[config.mk]
export PLATFORM = sky130hd
export DESIGN_NAME = utf8_validate_mojibake_detect
export DESIGN_NICKNAME = d
export VERILOG_FILES = /design/src/rtl/u8md_pkg.sv /design/src/rtl/u8md_step.sv /design/src/rtl/utf8_validate_mojibake_detect.sv
export SDC_FILE = /design/constraint.sdc
export NUM_CORES = 1
export LEC_CHECK = 0
export BUFFER_PORTS_ARGS = -buffer_cell sky130_fd_sc_hd__buf_2
export CAP_MARGIN = 30
export CORE_MARGIN = 4
export CORE_UTILIZATION = 57
export DETAILED_ROUTE_END_ITERATION = 12
export PLACE_DENSITY_LB_ADDON = 0.05
export SLEW_MARGIN = 20
export SYNTH_ARGS = -nofsm -noshare
export SYNTH_HDL_FRONTEND = slang
export SYNTH_HIERARCHICAL = 1
export SYNTH_SLANG_ARGS = --single-unit
[constraint.sdc]
create_clock -name aclk -period 2.5 [get_ports aclk]
set_input_delay 0.25 -clock aclk [delete_from_list [all_inputs] [get_ports aclk]]
set_output_delay 0.25 -clock aclk [all_outputs]
set_load 0.005 [all_outputs]
[src/rtl/u8md_pkg.sv]
// Shared types and constants for the UTF-8 validator / GBK-misread detector.
// No dependencies.
`default_nettype none

package u8md_pkg;

    typedef struct packed {
        logic [7:0] text_byte;
        logic       final_byte;
    } in_word_t;

    typedef struct packed {
        logic utf8_valid;
        logic likely_gbk_misread;
    } out_word_t;

    typedef enum logic [1:0] {
        PFX_0    = 2'd0,
        PFX_1    = 2'd1,
        PFX_2    = 2'd2,
        PFX_DONE = 2'd3
    } prefix_t;

    typedef enum logic [2:0] {
        LC_NONE  = 3'd0,
        LC_TWO   = 3'd1,
        LC_E0    = 3'd2,
        LC_ED    = 3'd3,
        LC_THREE = 3'd4,
        LC_F0    = 3'd5,
        LC_F4    = 3'd6,
        LC_FOUR  = 3'd7
    } lead_t;

    typedef struct packed {
        prefix_t     prefix_count;
        logic        bom_seen;
        logic        malformed;
        logic [1:0]  bytes_pending;
        lead_t       lead_class;
        logic [15:0] code_accum;
        logic        saw_cjk;
        logic        saw_legacy;
    } state_t;

    localparam state_t STATE_CLEAR = '{
        prefix_count:  PFX_0,
        bom_seen:      1'b0,
        malformed:     1'b0,
        bytes_pending: 2'd0,
        lead_class:    LC_NONE,
        code_accum:    16'h0000,
        saw_cjk:       1'b0,
        saw_legacy:    1'b0
    };

    localparam logic [7:0] BOM_B0 = 8'hEF;
    localparam logic [7:0] BOM_B1 = 8'hBB;
    localparam logic [7:0] BOM_B2 = 8'hBF;

    localparam logic [7:0] LEAD2_LO = 8'hC2;
    localparam logic [7:0] LEAD2_HI = 8'hDF;
    localparam logic [7:0] LEAD3_LO = 8'hE0;
    localparam logic [7:0] LEAD3_HI = 8'hEF;
    localparam logic [7:0] LEAD_E0  = 8'hE0;
    localparam logic [7:0] LEAD_ED  = 8'hED;
    localparam logic [7:0] LEAD4_LO = 8'hF0;
    localparam logic [7:0] LEAD4_HI = 8'hF4;
    localparam logic [7:0] LEAD_F0  = 8'hF0;
    localparam logic [7:0] LEAD_F4  = 8'hF4;
    localparam logic [7:0] ASCII_HI = 8'h7F;

    localparam logic [7:0] CONT_E0_MIN = 8'hA0;
    localparam logic [7:0] CONT_ED_MAX = 8'h9F;
    localparam logic [7:0] CONT_F0_MIN = 8'h90;
    localparam logic [7:0] CONT_F4_MAX = 8'h8F;

endpackage

`default_nettype wire

[src/rtl/u8md_step.sv]
// Per-byte next-state and result logic for the UTF-8 validator.
// Depends on u8md_pkg.
`default_nettype none

module u8md_step (
    input  var u8md_pkg::state_t    cur,
    input  var u8md_pkg::in_word_t  in_word,
    output var u8md_pkg::state_t    nxt,
    output var u8md_pkg::out_word_t res
);

    function automatic logic is_cjk(input logic [15:0] pt);
        is_cjk = (pt inside {[16'h3400:16'h4DBF]}) || (pt inside {[16'h4E00:16'h9FFF]})
              || (pt inside {[16'h3000:16'h303F]}) || (pt inside {[16'hFF00:16'hFFEF]});
    endfunction

    function automatic logic is_legacy(input logic [15:0] pt);
        is_legacy = pt inside {[16'h0100:16'h052F]};
    endfunction

    logic [7:0]        b;
    logic              first_cont;
    logic              cont_ok;
    logic              lead_path;
    logic [15:0]       cp;
    logic              mal_end;
    logic              valid;
    u8md_pkg::state_t  s;

    assign b  = in_word.text_byte;
    assign cp = {cur.code_accum[9:0], b[5:0]};

    always_comb begin
        if (cur.lead_class inside {u8md_pkg::LC_E0, u8md_pkg::LC_ED, u8md_pkg::LC_THREE}) begin
            first_cont = (cur.bytes_pending == 2'd2);
        end else if (cur.lead_class inside {u8md_pkg::LC_F0, u8md_pkg::LC_F4,
                                             u8md_pkg::LC_FOUR}) begin
            first_cont = (cur.bytes_pending == 2'd3);
        end else begin
            first_cont = 1'b0;
        end

        cont_ok = (b[7:6] == 2'b10);
        if (first_cont) begin
            case (cur.lead_class)
                u8md_pkg::LC_E0: cont_ok = cont_ok && (b >= u8md_pkg::CONT_E0_MIN);
                u8md_pkg::LC_ED: cont_ok = cont_ok && (b <= u8md_pkg::CONT_ED_MAX);
                u8md_pkg::LC_F0: cont_ok = cont_ok && (b >= u8md_pkg::CONT_F0_MIN);
                u8md_pkg::LC_F4: cont_ok = cont_ok && (b <= u8md_pkg::CONT_F4_MAX);
                default: ;
            endcase
        end
    end

    always_comb begin
        s = cur;

        // BOM prefix tracking
        case (cur.prefix_count)
            u8md_pkg::PFX_0:
                s.prefix_count = (b == u8md_pkg::BOM_B0) ? u8md_pkg::PFX_1 : u8md_pkg::PFX_DONE;
            u8md_pkg::PFX_1:
                s.prefix_count = (b == u8md_pkg::BOM_B1) ? u8md_pkg::PFX_2 : u8md_pkg::PFX_DONE;
            u8md_pkg::PFX_2: begin
                if (b == u8md_pkg::BOM_B2) begin
                    s.bom_seen = 1'b1;
                end
                s.prefix_count = u8md_pkg::PFX_DONE;
            end
            default: ;
        endcase

        // continuation of an open sequence
        lead_path = 1'b1;
        if (cur.bytes_pending != 2'd0) begin
            if (cont_ok) begin
                lead_path       = 1'b0;
                s.code_accum    = cp;
                s.bytes_pending = cur.bytes_pending - 2'd1;
                if (cur.bytes_pending == 2'd1) begin
                    if (cur.lead_class inside {u8md_pkg::LC_TWO, u8md_pkg::LC_E0,
                                               u8md_pkg::LC_ED, u8md_pkg::LC_THREE}) begin
                        s.saw_cjk    = cur.saw_cjk | is_cjk(cp);
                        s.saw_legacy = cur.saw_legacy | is_legacy(cp);
                    end
                    s.lead_class = u8md_pkg::LC_NONE;
                end
            end else begin
                s.malformed     = 1'b1;
                s.bytes_pending = 2'd0;
                s.lead_class    = u8md_pkg::LC_NONE;
            end
        end

        // lead byte decode; ASCII never hits any of the lead ranges
        if (lead_path) begin
            if (b <= u8md_pkg::ASCII_HI) begin
                s.bytes_pending = s.bytes_pending;
            end else if (b inside {[u8md_pkg::LEAD2_LO:u8md_pkg::LEAD2_HI]}) begin
                s.bytes_pending = 2'd1;
                s.lead_class    = u8md_pkg::LC_TWO;
                s.code_accum    = {11'd0, b[4:0]};
            end else if (b inside {[u8md_pkg::LEAD3_LO:u8md_pkg::LEAD3_HI]}) begin
                s.bytes_pending = 2'd2;
                s.lead_class    = (b == u8md_pkg::LEAD_E0) ? u8md_pkg::LC_E0 :
                                  (b == u8md_pkg::LEAD_ED) ? u8md_pkg::LC_ED :
                                                             u8md_pkg::LC_THREE;
                s.code_accum    = {12'd0, b[3:0]};
            end else if (b inside {[u8md_pkg::LEAD4_LO:u8md_pkg::LEAD4_HI]}) begin
                s.bytes_pending = 2'd3;
                s.lead_class    = (b == u8md_pkg::LEAD_F0) ? u8md_pkg::LC_F0 :
                                  (b == u8md_pkg::LEAD_F4) ? u8md_pkg::LC_F4 :
                                                             u8md_pkg::LC_FOUR;
                s.code_accum    = {13'd0, b[2:0]};
            end else begin
                s.malformed = 1'b1;
            end
        end

        // end of string
        mal_end = s.malformed || (s.bytes_pending != 2'd0);
        valid   = s.bom_seen || !mal_end;
        res.utf8_valid         = valid;
        res.likely_gbk_misread = valid && !s.saw_cjk && s.saw_legacy;

        nxt = in_word.final_byte ? u8md_pkg::STATE_CLEAR : s;
    end

endmodule

`default_nettype wire

[src/rtl/utf8_validate_mojibake_detect.sv]
// The verdict is registered: m_valid rises in the cycle after the final byte of a string is accepted.
// Throughput: one byte per cycle while s_ready is high; the byte-state update is combinational.
// s_ready stays high while the result register is empty or being drained.
// Reset (aresetn low, synchronous) clears string state and the result valid.
// Top level of the UTF-8 validator / GBK-misread detector; uses u8md_pkg, u8md_step.
`default_nettype none

module utf8_validate_mojibake_detect (
    input  var logic                aclk,
    input  var logic                aresetn,
    input  var logic                s_valid,
    output var logic                s_ready,
    input  var u8md_pkg::in_word_t  s_data,
    output var logic                m_valid,
    input  var logic                m_ready,
    output var u8md_pkg::out_word_t m_data
);

    u8md_pkg::state_t    state_reg;
    u8md_pkg::state_t    state_next;
    u8md_pkg::out_word_t res_next;
    u8md_pkg::out_word_t m_data_reg;
    logic                m_valid_reg;
    logic                accept;

    assign s_ready = !m_valid_reg || m_ready;
    assign accept  = s_valid && s_ready;
    assign m_valid = m_valid_reg;
    assign m_data  = m_data_reg;

    u8md_step u_step (
        .cur     (state_reg),
        .in_word (s_data),
        .nxt     (state_next),
        .res     (res_next)
    );

    always_ff @(posedge aclk) begin
        if (!aresetn) begin
            state_reg   <= u8md_pkg::STATE_CLEAR;
            m_valid_reg <= 1'b0;
        end else begin
            if (accept) begin
                state_reg <= state_next;
            end
            if (accept && s_data.final_byte) begin
                m_valid_reg <= 1'b1;
            end else if (m_ready) begin
                m_valid_reg <= 1'b0;
            end
        end
    end

    always_ff @(posedge aclk) begin
        if (accept && s_data.final_byte) begin
            m_data_reg <= res_next;
        end
    end

endmodule

`default_nettype wire

==> Flow_metrics.wiki, run 1 <==
{| class="wikitable"
! Metric !! Value
|-
| Status || finished, final reports clean
|-
| Setup-failing EPs final || 0
|-
| Combined area of all synthesized cells || 0.00200 mm^2
|-
| CTS sink cnt || 24
|-
| Post-synthesis to final-layout area growth || -0.0628%
|-
| Final instance count without filler cells || 303
|-
| DRC viols || 0
|-
| Final Max Tran Viols || 0
|-
| Vias after detailed routing || 1768
|-
| Num ports || 17
|-
| Global-route total usage across every layer || 0.215
|-
| Core region area || 0.00336 mm^2
|-
| Leak pwr || 0.755 nW
|-
| Clk buf depth || 2
|-
| Number of buffers inserted by hold repair at cts || 0
|-
| Standard-cell row count || 21
|-
| Maximum resistive drop on vdd || 0.000241 V
|-
| Setup Skew || 0.00442 ns
|-
| Source-to-sink clock delay at the later pin of the worst-skew pair || 0.32 ns
|-
| Post-Route WL || 4370 um
|-
| Post-Synthesis Mean Instance Area || 7.74 um^2
|-
| Kind of end point of the critical path || flop
|-
| Unrepaired setup endpoints after global routing || false
|-
| Setup TNS || 0 ns
|-
| Root Driver || clkbuf_4
|-
| Initial antenna violation count || 0
|-
| Final count of hold timing violations || 0
|-
| Share of layout cells above drive strength 1 || 0.113
|-
| Path class of the lowest-slack min-delay path || in -> reg
|-
| Clock slew seen by the registers of the worst setup and hold paths || 0.13 ns
|-
| Clock tree from TritonCTS || done
|-
| Number of fillers in the final layout || 340
|-
| Die area || 0.00451 mm^2
|-
| Die width || 67.2 um
|-
| Die height || 67.2 um
|-
| Post-CTS setup buffer count || 0
|-
| Startpoint types || flop
|-
| Crit Path Max Fanout || 16
|-
| Yosys warns || 6
|-
| Cell count after placement || 299
|-
| Detailed placer's ending HPWL || 3110 um
|-
| First-pass iteration count of the detailed router || 6
|-
| Drt initial violations || 190
|-
| Final estimated routing congestion in global placement || 0.941
|-
| Overall power consumption || 0.735 mW
|-
| Diode count || 0
|-
| Net count after synthesis || 279
|-
| Final worst path period need || 1.99 ns
|-
| Synthesized instance count || 258
|-
| Number of global-route vias before repair || 1600
|-
| Required arrival time at the worst endpoint || 2.59 ns
|-
| Number of max-cap violations || 0
|-
| Number of clock buffers inserted by TritonCTS || 3
|-
| Maximum number of pins on one net before global-route repair || 44
|-
| Global-route wire length before repair || 7600 um
|-
| Crit share post-route || 0.797
|-
| Number of I/O port buffers || 16
|-
| H-tree depth || 1
|-
| Number of flip-flops under the largest register name || 21
|-
| Routed Antenna Nets || 0
|-
| Vias per std cell || 5.83
|-
| Pre-CTS worst setup slack || 0.540 ns
|-
| Overflow after GRT || 0
|-
| Effective utilization at floorplan || 0.593
|-
| Classification of the worst setup path || reg -> reg
|-
| Post-detailed-route wirelength per cell || 14.4 um
|-
| Critical Path AT || 2.08 ns
|-
| Post-cts repair resize count || 0
|-
| Highest clock frequency the design can meet || 0.502 GHz
|-
| Max-slew headroom || 0.525
|-
| Final worst-path setup slack || 0.508 ns
|-
| Net total in the final layout || 279
|-
| Power density relative to cell area || 368 mW/mm^2
|-
| Transition time at the pin with the least slew margin || 0.713 ns
|}
==> layout by cell type, fill, tap and decap left out, types with 2 or more instances in the layout <==
cell	instances
a211oi_1	5
a21boi_0	2
a21o_1	2
a21oi_1	15
a221oi_1	2
a41oi_1	4
and3_1	2
buf_2	16
clkbuf_4	3
dfxtp_1	22
edfxtp_1	2
ha_1	8
inv_1	10
mux2i_1	26
nand2_1	56
nand3_1	8
nand4b_1	4
nor2_1	23
nor2b_1	2
nor3_1	3
nor4_1	3
o21ai_0	8
o311ai_0	2
o31ai_1	2
xnor2_1	2
==> power breakdown <==
part           switching [mW]  internal, mW  total [mW]  leakage [nW]
registers             0.00944         0.397       0.406         0.197
logic                  0.0957        0.0571       0.153         0.542
clock network           0.117        0.0585       0.176        0.0154
==> final cells by class <==
class / instances / area [um^2] / share of cell area
clock inverters: 1 / 3.75 / 0.00188
clock buffers: 3 / 22.5 / 0.0113
repair buffers: 16 / 80.1 / 0.0402
multi-input cells: 203 / 1290 / 0.648
flip-flops and latches: 24 / 500 / 0.251
inverters: 10 / 37.5 / 0.0188
well taps: 46 / 57.6 / 0.0289
==> final timing paths <==
check	start	endpoint	slack [ns]	cells past startpoint
max	state_reg[21]	m_data[0]	0.51	6
min	s_valid	m_valid	0.22	3
max reg2reg	state_reg[21]	m_data[0]	0.51	6
min reg2reg	state_reg[24]	state_reg[24]	0.47	2
==> stage by stage <==
stage	hold slack, ns	utilization	instance area [um^2]
floorplan	0.420	-	2000
global placement	0.446	0.585	1970
detailed placement	0.451	0.585	1970
CTS	0.211	0.593	1990
global route	0.238	0.593	1990
finish	0.221	0.593	1990
==> routing by layer <==
layer,vias to the layer above,global-route usage,wire [um]
li1,906,-,-
met1,814,0.305,2140
met2,40,0.339,1970
met3,8,0.0316,212
met4,0,0.0582,47
met5,-,0,0
==> worst max-delay path, stage by stage, from the launching register on <==
cell      delay, ns
dfxtp_1        0.47
ha_1           0.21
nand4b_1       0.10
mux2_2         0.29
and4_4         0.25
a41oi_1        0.24
and3b_1        0.20
(Power assumes the default switching activity.)
==> run 2, diff against run 1 <==
--- a/config.mk
+++ b/config.mk
@@ -8,7 +8,7 @@
 export BUFFER_PORTS_ARGS = -buffer_cell sky130_fd_sc_hd__buf_2
 export CAP_MARGIN = 30
 export CORE_MARGIN = 4
-export CORE_UTILIZATION = 57
+export CORE_UTILIZATION = 55
 export DETAILED_ROUTE_END_ITERATION = 12
 export PLACE_DENSITY_LB_ADDON = 0.05
 export SLEW_MARGIN = 20
==> constraint.sdc (replaced) <==
create_clock -name aclk -period 1.8 [get_ports aclk]
set_input_delay 0.18 -clock aclk [delete_from_list [all_inputs] [get_ports aclk]]
set_output_delay 0.18 -clock aclk [all_outputs]
set_load 0.005 [all_outputs]
==> Flow_metrics.wiki, run 2 (synthesized netlist as in run 1, its figures left out) <==
{| class="wikitable"
! Metric !! Value
|-
| Unrepaired setup endpoints after global routing || true
|-
| H-tree depth || 1 (unchanged)
|-
| Drt initial violations || 138 (-27%)
|-
| Highest-count cells in the layout ignoring fill and taps || nand2_1 (56), mux2i_1 (26), buf_4 (24)
|-
| Clock slew seen by the registers of the worst setup and hold paths || 0.13 ns (about the same)
|-
| Die area || 0.00466 mm^2 (+3.2%)
|-
| Required arrival time at the worst endpoint || 1.89 ns (-0.70 ns)
|-
| Hold_ws || 0.149 ns (-0.0712 ns)
|-
| Critical Path AT || 1.92 ns (-0.16 ns)
|-
| Library cell contributing the largest single delay on the critical path || dfxtp_4
|-
| Setup Skew || 0.0113 ns (+0.00693 ns)
|-
| Crit share post-route || 1.02 (+0.224)
|-
| Crit Path Max Fanout || 6 (-10)
|-
| CP peak stage delay || 0.39 ns (-0.08 ns)
|-
| Cell count after placement || 324 (+8.4%)
|-
| Root Driver || clkbuf_4
|-
| Overflow after GRT || 0 (unchanged)
|-
| Transition time at the pin with the least slew margin || 0.707 ns (-0.00580 ns)
|-
| Path class of the lowest-slack min-delay path || in -> reg
|-
| Detailed placer's ending HPWL || 3310 um (+6.3%)
|-
| Status || complete, but fails checks
|-
| Standard-cell row count || 21 (unchanged)
|-
| Vias after detailed routing || 1859 (+5.1%)
|-
| Die height || 68.2 um (+1.6%)
|-
| Number of global-route vias before repair || 1614 (+0.88%)
|-
| Final worst path period need || 1.84 ns (-0.155 ns)
|-
| Final instance count without filler cells || 330 (+8.9%)
|-
| Classification of the worst setup path || reg -> reg
|-
| Maximum resistive drop on vdd || 0.000522 V (+120%)
|-
| Final estimated routing congestion in global placement || 0.986 (+4.8%)
|-
| Chain of cells forming the critical path || buf_4 > ha_2 > nand4b_1 > buf_4 > and4_4 > a41oi_1 > and3b_1
|-
| Setup-failing EPs final || 6 (+6)
|-
| Highest clock frequency the design can meet || 0.544 GHz (+8.5%)
|-
| First-pass iteration count of the detailed router || 4 (-2)
|-
| CTS sink cnt || 24 (unchanged)
|-
| DRC viols || 0 (unchanged)
|-
| Clk buf depth || 2 (unchanged)
|-
| Kind of end point of the critical path || flop
|-
| Final worst-path setup slack || -0.0368 ns (-0.545 ns)
|-
| Number of max-cap violations || 0 (unchanged)
|-
| Effective utilization at floorplan || 0.584 (-0.00913)
|-
| Post-synthesis to final-layout area growth || 14.3%
|-
| Number of I/O port buffers || 16 (unchanged)
|-
| Overall power consumption || 1.05 mW (+43%)
|-
| Share of layout cells above drive strength 1 || 0.236 (+0.123)
|-
| Routed Antenna Nets || 0 (unchanged)
|-
| Diode count || 0 (unchanged)
|-
| Maximum number of pins on one net before global-route repair || 44 (unchanged)
|-
| Die width || 68.2 um (+1.6%)
|-
| Clock tree from TritonCTS || done
|-
| Source-to-sink clock delay at the later pin of the worst-skew pair || 0.31 ns (about the same)
|-
| Global-route wire length before repair || 7490 um (-1.5%)
|-
| Max-slew headroom || 0.529 (+0.00387)
|-
| Number of flip-flops under the largest register name || 21 (unchanged)
|-
| Power density relative to cell area || 462 mW/mm^2 (+25%)
|-
| Vias per std cell || 5.63 (-3.5%)
|-
| Top cell by count, worst path || buf_4
|-
| Num ports || 17 (unchanged)
|-
| Net total in the final layout || 306 (+9.7%)
|-
| Most frequent standard cell in the layout excluding fill and tap cells || nand2_1
|-
| Violated checks || negative setup slack
|-
| Post-Route WL || 4610 um (+5.7%)
|-
| Core region area || 0.00342 mm^2 (+1.6%)
|-
| Worst path buffer plus inverter count || 2 (+2)
|-
| Startpoint types || flop
|-
| Leak pwr || 0.900 nW (+19%)
|-
| Global-route total usage across every layer || 0.205 (-0.00965)
|-
| Delay-heaviest family, CP || simple AND/OR/NAND/NOR gates
|-
| Number of buffers inserted by hold repair at cts || 0 (unchanged)
|-
| Final count of hold timing violations || 0 (unchanged)
|-
| Post-detailed-route wirelength per cell || 14.0 um (-2.9%)
|-
| Final Max Tran Viols || 0 (unchanged)
|-
| Initial antenna violation count || 0 (unchanged)
|-
| Number of clock buffers inserted by TritonCTS || 3 (unchanged)
|}
## run 2: cell types whose count changed in the layout (fill, tap and decap cells not counted), sizes merged
cell | previous run | this run
and4 | 1 | 2
clkinv | 1 | 0
buf | 16 | 42
clkbuf | 3 | 4
## run 2: report_power, final
part           switching (mW)  internal [mW]  total, mW
Sequential             0.0116          0.548      0.560
Combinational           0.143          0.109      0.252
Clock                   0.154         0.0865      0.240
## run 2: worst paths after layout
check,depth (start not counted),end,from,slack [ns]
setup / recovery,7,m_data[0],state_reg[22],-0.04
hold / removal,3,m_valid,s_valid,0.15
hold reg to reg,2,state_reg[0],state_reg[0],0.47
setup reg to reg,7,m_data[0],state_reg[22],-0.04
## run 2: worst reg2reg max path, stage by stage (launching register included)
cell,delay (ns)
dfxtp_4,0.39
buf_4,0.14
ha_2,0.16
nand4b_1,0.16
buf_4,0.15
and4_4,0.27
a41oi_1,0.15
and3b_1,0.21
## run 2: timing repair
item	in CTS	in global routing
setup buffers	0	1
gates resized for setup	5	16
setup endpoints to repair	10	18
pin swaps	2	2
gates cloned	0	1
hold endpoints to repair	0	0
## run 2: cell type report
class,count,area (um^2)
clock buffers,4,26.3
fillers,301,1130
inverters,10,37.5
multi-input cells,204,1360
flip-flops and latches,24,508
well taps,46,57.6
repair buffers,42,292
## run 2: routing by layer
layer  part of all wire  wire [um]  track usage  vias to the layer above
li1                   -          -            -                      963
met1               0.48       2210        0.295                      847
met2               0.46       2130        0.321                       45
met3              0.051        235       0.0361                        4
met4             0.0076         35       0.0397                        0
met5                  0          0            0                        -
## run 2: metrics by stage
step / worst slack (ns) / utilization / cell area (um^2) / TNS (ns)
after floorplan: 0.000663 / - / 2000 / 0
after global placement: -0.0293 / 0.635 / 2170 / -0.0571
after detailed placement: -0.0557 / 0.635 / 2170 / -0.225
after CTS: -0.00254 / 0.648 / 2210 / -0.00254
after global routing: -0.130 / 0.668 / 2280 / -1.49
final: -0.0368 / 0.668 / 2280 / -0.0913
